--- config.mk ---
export PLATFORM = sky130hd
export DESIGN_NAME = backlight_smoothstep_fader
export DESIGN_NICKNAME = d
export VERILOG_FILES = /design/src/rtl/core/bsf_pkg.sv /design/src/rtl/core/bsf_div.sv /design/src/rtl/core/bsf_mul.sv /design/src/rtl/core/backlight_smoothstep_fader.sv
export SDC_FILE = /design/constraint.sdc
export NUM_CORES = 1
export LEC_CHECK = 0
export BUFFER_PORTS_ARGS = -buffer_cell sky130_fd_sc_hd__buf_2
export CAP_MARGIN = 10
export CELL_PAD_IN_SITES_DETAIL_PLACEMENT = 0
export CELL_PAD_IN_SITES_GLOBAL_PLACEMENT = 1
export CORE_UTILIZATION = 49
export DETAILED_ROUTE_END_ITERATION = 8
export GPL_TIMING_DRIVEN = 1
export PLACE_DENSITY = 0.85
export SYNTH_ARGS = -nofsm -noshare
export SYNTH_HDL_FRONTEND = slang
export SYNTH_SLANG_ARGS = --single-unit
export TNS_END_PERCENT = 20
--- constraint.sdc ---
create_clock -name clk -period 6.04 [get_ports clk]
set_input_delay 0.906 -clock clk [delete_from_list [all_inputs] [get_ports clk]]
set_output_delay 0.906 -clock clk [all_outputs]
set_load 0.02 [all_outputs]
--- src/rtl/core/bsf_pkg.sv ---
// Shared constants for the backlight smoothstep fader.
`timescale 1ns / 1ps
package bsf_pkg;
	localparam int DUR_W = 12;
	localparam int T_W   = 10;
	localparam int LVL_W = 8;
	localparam int TIME_W = 32;

	localparam logic [1:0] KIND_REQ = 2'd1;
	localparam logic [1:0] KIND_REL = 2'd2;

	localparam logic [1:0] TACT_NONE   = 2'd0;
	localparam logic [1:0] TACT_STOP   = 2'd1;
	localparam logic [1:0] TACT_RE40   = 2'd2;
	localparam logic [1:0] TACT_RE1000 = 2'd3;

	localparam logic [LVL_W-1:0] SLEEP_LVL = 8'd2;
	localparam logic [11:0] CURVE_K = 12'd3072;
	localparam logic [18:0] ROUND_HALF = 19'd512;
endpackage

--- src/rtl/core/bsf_div.sv ---
// Restoring divider, one quotient bit per cycle: (num << T_W) / den, num < den.
`timescale 1ns / 1ps
module bsf_div (
	input  logic                     clk,
	input  logic                     arst_n,
	input  logic                     start,
	input  logic [bsf_pkg::DUR_W-1:0] num,
	input  logic [bsf_pkg::DUR_W-1:0] den,
	output logic                     done,
	output logic [bsf_pkg::T_W-1:0]   quo
);
	import bsf_pkg::*;
	localparam int CW = $clog2(T_W + 1);

	logic [DUR_W-1:0] rem_q, den_q;
	logic [T_W-1:0]   quo_q;
	logic [CW-1:0]    cnt_q;
	logic             busy_q, done_q;
	logic [DUR_W:0]   r2;
	logic             ge;

	assign r2 = {rem_q, 1'b0};
	assign ge = r2 >= {1'b0, den_q};

	always_ff @(posedge clk or negedge arst_n) begin
		if (!arst_n) begin
			busy_q <= 1'b0;
			done_q <= 1'b0;
			cnt_q  <= '0;
		end else begin
			done_q <= 1'b0;
			if (start) begin
				busy_q <= 1'b1;
				cnt_q  <= CW'(T_W);
			end else if (busy_q) begin
				cnt_q <= cnt_q - 1'b1;
				if (cnt_q == CW'(1)) begin
					busy_q <= 1'b0;
					done_q <= 1'b1;
				end
			end
		end
	end

	always_ff @(posedge clk) begin
		if (start) begin
			rem_q <= num;
			den_q <= den;
			quo_q <= '0;
		end else if (busy_q) begin
			rem_q <= ge ? DUR_W'(r2 - {1'b0, den_q}) : r2[DUR_W-1:0];
			quo_q <= {quo_q[T_W-2:0], ge};
		end
	end

	assign done = done_q;
	assign quo  = quo_q;
endmodule

--- src/rtl/core/bsf_mul.sv ---
// Shift-add multiplier, one multiplier bit per cycle.
`timescale 1ns / 1ps
module bsf_mul #(
	parameter int AW = 20,
	parameter int BW = 12,
	parameter int PW = 32
) (
	input  logic          clk,
	input  logic          arst_n,
	input  logic          start,
	input  logic [AW-1:0] a,
	input  logic [BW-1:0] b,
	output logic          done,
	output logic [PW-1:0] p
);
	localparam int CW = $clog2(BW + 1);

	logic [PW-1:0] a_q, acc_q;
	logic [BW-1:0] b_q;
	logic [CW-1:0] cnt_q;
	logic          busy_q, done_q;

	always_ff @(posedge clk or negedge arst_n) begin
		if (!arst_n) begin
			busy_q <= 1'b0;
			done_q <= 1'b0;
			cnt_q  <= '0;
		end else begin
			done_q <= 1'b0;
			if (start) begin
				busy_q <= 1'b1;
				cnt_q  <= CW'(BW);
			end else if (busy_q) begin
				cnt_q <= cnt_q - 1'b1;
				if (cnt_q == CW'(1)) begin
					busy_q <= 1'b0;
					done_q <= 1'b1;
				end
			end
		end
	end

	always_ff @(posedge clk) begin
		if (start) begin
			a_q   <= PW'(a);
			b_q   <= b;
			acc_q <= '0;
		end else if (busy_q) begin
			if (b_q[0]) acc_q <= acc_q + a_q;
			a_q <= {a_q[PW-2:0], 1'b0};
			b_q <= b_q >> 1;
		end
	end

	assign done = done_q;
	assign p    = acc_q;
endmodule

--- src/rtl/core/backlight_smoothstep_fader.sv ---
// Top level of the backlight smoothstep fader.
//  channel | dir | fields
//  s_*     | in  | tuser: kind; tdata: request, time, flags, epochs, stock level
//  m_*     | out | tdata: apply_valid, apply_level, hold_frame, clear_frame, timer_action
// One beat in, one beat out; a fade step runs accept, update, elapsed check,
// divide, three multiplies and output, while other beats skip the divide
// and multiplies. Cycles with m_tready low lengthen either kind of beat.
// The shared shift-add multiplier takes most of a fade step's time.
// Reset clears fader state, not the captured beat or t_q; no new beat is taken until the result is taken.
`timescale 1ns / 1ps
module backlight_smoothstep_fader #(
	parameter int EPOCH_BITS  = 10,
	parameter int REASSERT_MS = 1000
) (
	input  logic clk,
	input  logic arst_n,
	input  logic s_tvalid,
	output logic s_tready,
	input  logic [1:0] s_tuser, // kind
	// desired_level, visible, duration_ms, request_epoch, now_ms, lease_active,
	// display_on, frame_pending, frame_epoch, stock_level
	input  logic [((63 + 2*EPOCH_BITS + 7) / 8) * 8 - 1:0] s_tdata,
	output logic m_tvalid,
	input  logic m_tready,
	// apply_valid, apply_level, hold_frame, clear_frame, timer_action
	output logic [15:0] m_tdata
);
	import bsf_pkg::*;
	localparam int E = EPOCH_BITS;
	localparam int O_REP  = 20;
	localparam int O_NOW  = O_REP + E;
	localparam int O_LEA  = O_NOW + 32;
	localparam int O_PEP  = O_LEA + 3;
	localparam int O_STK  = O_PEP + E;

	typedef enum logic [2:0] {S_IDLE, S_UPD, S_ELAP, S_DIV, S_M1, S_M2, S_M3, S_OUT}
		state_t;
	state_t st_q;

	logic [1:0] kind_q;
	logic [6:0] des_q;
	logic vis_q, lease_q, disp_q, pend_q;
	logic [DUR_W-1:0] dur_q;
	logic [E-1:0] rep_q, pep_q, wep_q;
	logic [TIME_W-1:0] now_q, fstart_q, lat_q;
	logic [LVL_W-1:0] stock_q;

	logic active_q, ww_q, shown_q;
	logic [LVL_W-1:0] lastdes_q, from_q, target_q, cur_q;
	logic [DUR_W-1:0] fdur_q;
	logic [T_W-1:0] t_q;

	logic [12:0] out_q;

	// request and wake update
	logic rel, req, act_i, shown_i, change, ww_n, wake_go;
	logic [LVL_W-1:0] from_i, cur_i, from_n, target_n;
	assign rel     = (kind_q == KIND_REL) || !lease_q;
	assign req     = kind_q == KIND_REQ;
	assign act_i   = active_q || req;
	assign shown_i = active_q ? shown_q : 1'b0;
	assign cur_i   = active_q ? cur_q : SLEEP_LVL;
	assign from_i  = active_q ? from_q : SLEEP_LVL;
	assign change  = req && ((vis_q != shown_i) || (vis_q && {1'b0, des_q} != lastdes_q));
	assign from_n  = change ? cur_i : from_i;
	assign target_n = change ? (vis_q ? {1'b0, des_q} : SLEEP_LVL)
		: (active_q ? target_q : SLEEP_LVL);
	always_comb begin
		ww_n = ww_q;
		if (change && vis_q && !shown_i) ww_n = 1'b1;
		if (req && !vis_q) ww_n = 1'b0;
	end
	assign wake_go = ww_n && pend_q &&
		(pep_q != ((change && vis_q && !shown_i) ? rep_q : wep_q));

	// timing
	logic [TIME_W-1:0] elapsed;
	logic short_fade, up;
	logic [LVL_W-1:0] diff;
	assign elapsed    = now_q - fstart_q;
	assign short_fade = (fdur_q == '0) || (elapsed >= TIME_W'(fdur_q));
	assign up         = target_q >= from_q;
	assign diff       = up ? target_q - from_q : from_q - target_q;

	logic div_start, div_done;
	logic [T_W-1:0] quo;
	bsf_div u_div (
		.clk(clk), .arst_n(arst_n), .start(div_start),
		.num(elapsed[DUR_W-1:0]), .den(fdur_q), .done(div_done), .quo(quo)
	);

	logic mul_start, mul_done;
	logic [19:0] mul_a;
	logic [11:0] mul_b;
	logic [31:0] mul_p;
	bsf_mul #(.AW(20), .BW(12), .PW(32)) u_mul (
		.clk(clk), .arst_n(arst_n), .start(mul_start),
		.a(mul_a), .b(mul_b), .done(mul_done), .p(mul_p)
	);

	logic [18:0] rsum;
	logic [LVL_W-1:0] q8, lvl_f;
	assign rsum = mul_p[18:0] + ROUND_HALF;
	assign q8   = rsum[17:10];
	assign lvl_f = up ? from_q + q8 : from_q - q8;

	always_comb begin
		div_start = 1'b0;
		mul_start = 1'b0;
		mul_a = {10'd0, t_q};
		mul_b = {2'd0, t_q};
		case (st_q)
			S_ELAP: div_start = !ww_q && !short_fade && active_q;
			S_DIV: begin
				mul_start = div_done;
				mul_a = {10'd0, quo};
				mul_b = {2'd0, quo};
			end
			S_M1: begin
				mul_start = mul_done;
				mul_a = mul_p[19:0];
				mul_b = CURVE_K - {1'b0, t_q, 1'b0};
			end
			S_M2: begin
				mul_start = mul_done;
				mul_a = {10'd0, mul_p[29:20]};
				mul_b = {4'd0, diff};
			end
			default: ;
		endcase
	end

	// finish: apply decision
	logic fin, fin_lvl_ok, app;
	logic [LVL_W-1:0] lvl;
	assign fin = (st_q == S_ELAP && (ww_q || short_fade || !active_q))
		|| (st_q == S_M3 && mul_done);
	assign lvl = (st_q == S_M3) ? lvl_f : (ww_q ? cur_q : target_q);
	assign fin_lvl_ok = lvl != cur_q;
	assign app = disp_q && (fin_lvl_ok || lat_q == '0 ||
		(now_q - lat_q) >= TIME_W'(REASSERT_MS));

	always_ff @(posedge clk or negedge arst_n) begin
		if (!arst_n) begin
			st_q <= S_IDLE;
			active_q <= 1'b0; ww_q <= 1'b0; shown_q <= 1'b0;
			lastdes_q <= '0; from_q <= '0; target_q <= '0; cur_q <= '0;
			fdur_q <= '0; fstart_q <= '0; lat_q <= '0; wep_q <= '0;
			out_q <= '0;
		end else begin
			case (st_q)
				S_IDLE: if (s_tvalid) st_q <= S_UPD;
				S_UPD: begin
					if (rel) begin
						out_q <= {TACT_STOP, 1'b0, 1'b0,
							(active_q && disp_q) ? stock_q : 8'd0, active_q && disp_q};
						active_q <= 1'b0;
						ww_q <= 1'b0;
						st_q <= S_OUT;
					end else begin
						active_q <= act_i;
						if (req) begin
							shown_q <= vis_q;
							lastdes_q <= {1'b0, des_q};
							if (!active_q) begin
								cur_q <= SLEEP_LVL;
								lat_q <= '0;
							end
						end
						from_q <= from_n;
						target_q <= target_n;
						if (change) fdur_q <= dur_q;
						if (change && vis_q && !shown_i) wep_q <= rep_q;
						ww_q <= act_i ? (ww_n && !wake_go) : ww_n;
						if ((act_i && wake_go) || change) fstart_q <= now_q;
						st_q <= S_ELAP;
					end
				end
				S_ELAP: begin
					if (!active_q) begin
						out_q <= '0;
						st_q <= S_OUT;
					end else if (fin) st_q <= S_OUT;
					else st_q <= S_DIV;
				end
				S_DIV: if (div_done) st_q <= S_M1;
				S_M1: if (mul_done) st_q <= S_M2;
				S_M2: if (mul_done) st_q <= S_M3;
				S_M3: if (mul_done) st_q <= S_OUT;
				S_OUT: if (m_tready) st_q <= S_IDLE;
				default: st_q <= S_IDLE;
			endcase
			if (fin && active_q) begin
				cur_q <= lvl;
				if (app) lat_q <= (now_q == '0) ? TIME_W'(1) : now_q;
				out_q <= {(!ww_q && lvl != target_q) ? TACT_RE40 : TACT_RE1000,
					!ww_q && !shown_q && lvl == SLEEP_LVL,
					ww_q || !shown_q,
					app ? lvl : 8'd0, app};
			end
		end
	end

	always_ff @(posedge clk) begin
		if (st_q == S_DIV && div_done) t_q <= quo;
		if (s_tvalid && s_tready) begin
			kind_q  <= s_tuser;
			des_q   <= s_tdata[6:0];
			vis_q   <= s_tdata[7];
			dur_q   <= s_tdata[19:8];
			rep_q   <= s_tdata[O_REP +: E];
			now_q   <= s_tdata[O_NOW +: 32];
			lease_q <= s_tdata[O_LEA];
			disp_q  <= s_tdata[O_LEA + 1];
			pend_q  <= s_tdata[O_LEA + 2];
			pep_q   <= s_tdata[O_PEP +: E];
			stock_q <= s_tdata[O_STK +: 8];
		end
	end

	assign s_tready = st_q == S_IDLE;
	assign m_tvalid = st_q == S_OUT;
	assign m_tdata  = {3'd0, out_q};

`ifndef NO_ASSERTIONS
	a_no_overlap: assert property (@(posedge clk) disable iff (!arst_n)
		!(s_tready && m_tvalid)) else $error("input and output both open");
	a_stop_no_hold: assert property (@(posedge clk) disable iff (!arst_n)
		m_tvalid && m_tdata[12:11] == TACT_STOP |-> !m_tdata[9] && !m_tdata[10])
		else $error("stop with frame hold");
	a_apply_level: assert property (@(posedge clk) disable iff (!arst_n)
		m_tvalid && !m_tdata[0] |-> m_tdata[8:1] == 8'd0)
		else $error("level without apply");
	a_idle_after: assert property (@(posedge clk) disable iff (!arst_n)
		m_tvalid && m_tready |=> s_tready) else $error("no return to idle");
`endif
endmodule
==> metrics <==
run status finished, final reports clean; Worst-Skew Late Latency 0.58 ns; Die Ht 214 µm; synthesized area 22100 µm²; syn avg cell area 9.24 µm²; final setup violation count 0; register area share after synthesis 0.417; #FFs+latches synth 348; max-cap violations 0; final worst setup slack 0.265 ns; reg-to-reg slack, setup 0.26 ns; core area 44300 µm²; count of flip-flops with a built-in enable after synthesis 151; Sw Share 0.217; clk sinks 348; Setup crit start kind register; hold buffers post-CTS 0; R2R depth 23; Clock Path Buffers 3; Tcrit/Tclk final 0.956; WP buf/inv 3; fmax 173 MHz; dpl ws 0.0380 ns; initial antenna violation count 0; commonest non-fill, non-tap cell in the layout nand2_1; Placer Congestion 0.919; CTS H-Tree Depth 2; Clock transition at path regs 0.06 ns; die footprint 45900 µm²; Worst EP arrival 6.05 ns; Required @ worst endpoint 6.31 ns; slowest library cell on the worst path or4b_2; Final Max Tran Viols 0; maximum fanout along the worst path 12; HP Class in2async; Pleak 9.96 nW; Post-Syn Instances 2389; Synth cell types 88; vias per inst 5.82; Clock power frac 0.485; largest net degree at the start of global routing 85; CTS tree built; CTS Buf Count 41; YS warnings 0; relative slew slack 0.224; GR Util All Layers 0.249; RSZ-0062 raised after global routing no; Synth Flop Type edfxtp_1; P_int 3.83 mW; Worst Skew 0.0233 ns; cells along the critical path inv_1 > ha_1 > inv_1 > fa_1 > a211oi_1 > o21bai_2 > a21oi_1 > nand2b_1 > a21oi_1 > xnor2_1 > ha_1 > nor2b_1 > o21ai_2 > o2111ai_1 > nor2_1 > nand4_1 > nor4b_2 > nand4_1 > or4b_2 > a2111oi_1 > nand3_1 > nor2_2 > buf_12; Nets 2700; Die Width 214 µm; Synth async-reset ratio 0.422; CP max stage delay 0.65 ns; Gate power share 0.012; Post-DRT Antenna Nets 0; I/O pins 112; setup TNS 0 ns; DR WL/cell 18.5 µm; gr ovfl total 0; first-pass GRT wire length 92400 µm; Remaining DRCs 0; crit end category register; Routed WL 57100 µm; FP Rows 77; area grow syn2layout 10.8%; Reg power frac 0.503; final hold violation count 0; Root Driver clkbuf_16; post-CTS setup buffer count 0; share of cells above drive strength 1 0.119; Pre-Repair DR Iteration Count 7; r2r startpoint now_q[0]; worst slew pin tran 1.16 ns; # fillers 4023; vias in the first global route 17.4k; pwr dens 200 nW/µm²; most frequent cells in the layout nand2_1 (303), nor2_1 (172), inv_1 (162); Worst R2R End u_div.den_q[6]; port buffer count 103; CP delay by family, top simple AND/OR/NAND/NOR gates; DRT iter0 DRCs 1358; initial core utilization 0.498; Detailed Place HPWL 42300 µm; # diodes 0; fin crit period 5.78 ns; via count 17.9k; P_sw 1.06 mW; Crit Path Category reg2reg; peak supply drop 0.200 mV
## cells by family after synthesis
| kind of cell | Yosys count | share of synthesized area |
|---|---|---|
| adder cells (fa/ha/maj) | 150 | 0.0874 |
| other | 1 | 0.000170 |
| multiplexers | 112 | 0.0545 |
| flip-flops | 348 | 0.417 |
| buffers and inverters | 270 | 0.0472 |
| XOR/XNOR | 125 | 0.0496 |
| AND/OR/NAND/NOR | 794 | 0.170 |
| AO/OA/AOI/OAI | 589 | 0.174 |
## power groups by stage
stage          Combinational (mW)  Sequential, mW  Clock (mW)
2_1_floorplan              0.0105            2.51           0
3_3_place_gp               0.0616            2.51           0
3_5_place_dp               0.0632            2.51           0
4_1_cts                    0.0634            2.46        2.43
5_1_grt                    0.0691            2.46        2.52
6_report                   0.0612            2.46        2.37
## area by class of cell
class	count	area (µm²)	share of cell area
inverters	164	616	0.0252
well taps	592	741	0.0303
clock inverters	24	179	0.00731
repair buffers	128	722	0.0295
multi-input cells	1773	11900	0.486
clock buffers	51	1100	0.0451
flip-flops and latches	348	9210	0.376
## worst max-delay path by stage
stage | depth (start not counted) | slack, ns | from | to
floorplan | 25 | 0.71 | target_q[0] | out_q[7]
global placement | 23 | 0.18 | now_q[0] | u_div.den_q[4]
detailed placement | 23 | 0.04 | now_q[0] | u_div.den_q[6]
CTS | 23 | 0.02 | now_q[0] | u_div.den_q[4]
global route | 23 | 0.02 | now_q[0] | u_div.den_q[3]
finish | 23 | 0.26 | now_q[0] | u_div.den_q[6]
## cells in the mapped netlist, types with 10 or more instances
master	count	area [µm²]
o21a_1	19	143
xor2_1	38	333
ha_1	143	1790
buf_1	11	41.3
nand3b_1	10	75.1
nor3_1	46	230
nor4_1	35	219
dfxtp_1	50	1000
a31oi_1	14	87.6
xnor2_1	87	762
a22o_1	26	228
nand3_1	48	240
a21oi_1	144	721
edfxtp_1	151	4530
o21bai_1	15	113
mux2_2	66	743
o211ai_1	14	105
nand2b_1	23	144
nor2_1	174	653
dfrtp_1	147	3680
mux2i_1	46	460
nand2_1	303	1140
a21boi_0	11	82.6
nor2b_1	30	188
nand4_1	35	219
a221oi_1	18	158
inv_1	162	608
clkbuf_1	83	312
and2_1	13	81.3
and3_1	17	106
a21o_1	38	285
or3_1	14	87.6
a211oi_1	27	203
o31ai_1	14	105
o21ai_0	159	796
## stage by stage
step	total power, mW	util	std cells	cell area (µm²)	hold slack [ns]
floorplan	2.52	-	2391	22100	0.449
global placement	2.57	0.523	3005	23200	0.461
detailed placement	2.57	0.523	3005	23200	0.465
CTS	4.96	0.552	3080	24400	0.435
global route	5.05	0.552	3080	24500	0.457
finish	4.90	0.552	3080	24500	0.397
## state kept, by name, indices dropped and copies added (netlist names), 7 cells and up
name,cells
rep_q,10
u_div.rem_q,12
target_q,7
u_div.den_q,12
t_q,10
dur_q,12
out_q,13
cur_q,8
from_q,8
u_mul.b_q,12
fdur_q,12
lat_q,32
lastdes_q,7
fstart_q,32
u_mul.a_q,30
now_q,32
wep_q,10
des_q,7
u_div.quo,10
pep_q,10
stock_q,8
u_mul.p,30
## layer usage
layer | track usage | part of all wire
met1 | 0.347 | 0.46
met2 | 0.394 | 0.45
met3 | 0.0312 | 0.051
met4 | 0.0969 | 0.034
met5 | 0 | 0
## repair_timing
item	4_1_cts	5_1_grt
endpoints found under the setup margin	0	79
resized for setup	0	9
hold endpoints to repair	0	0
(Power assumes the default switching activity.)
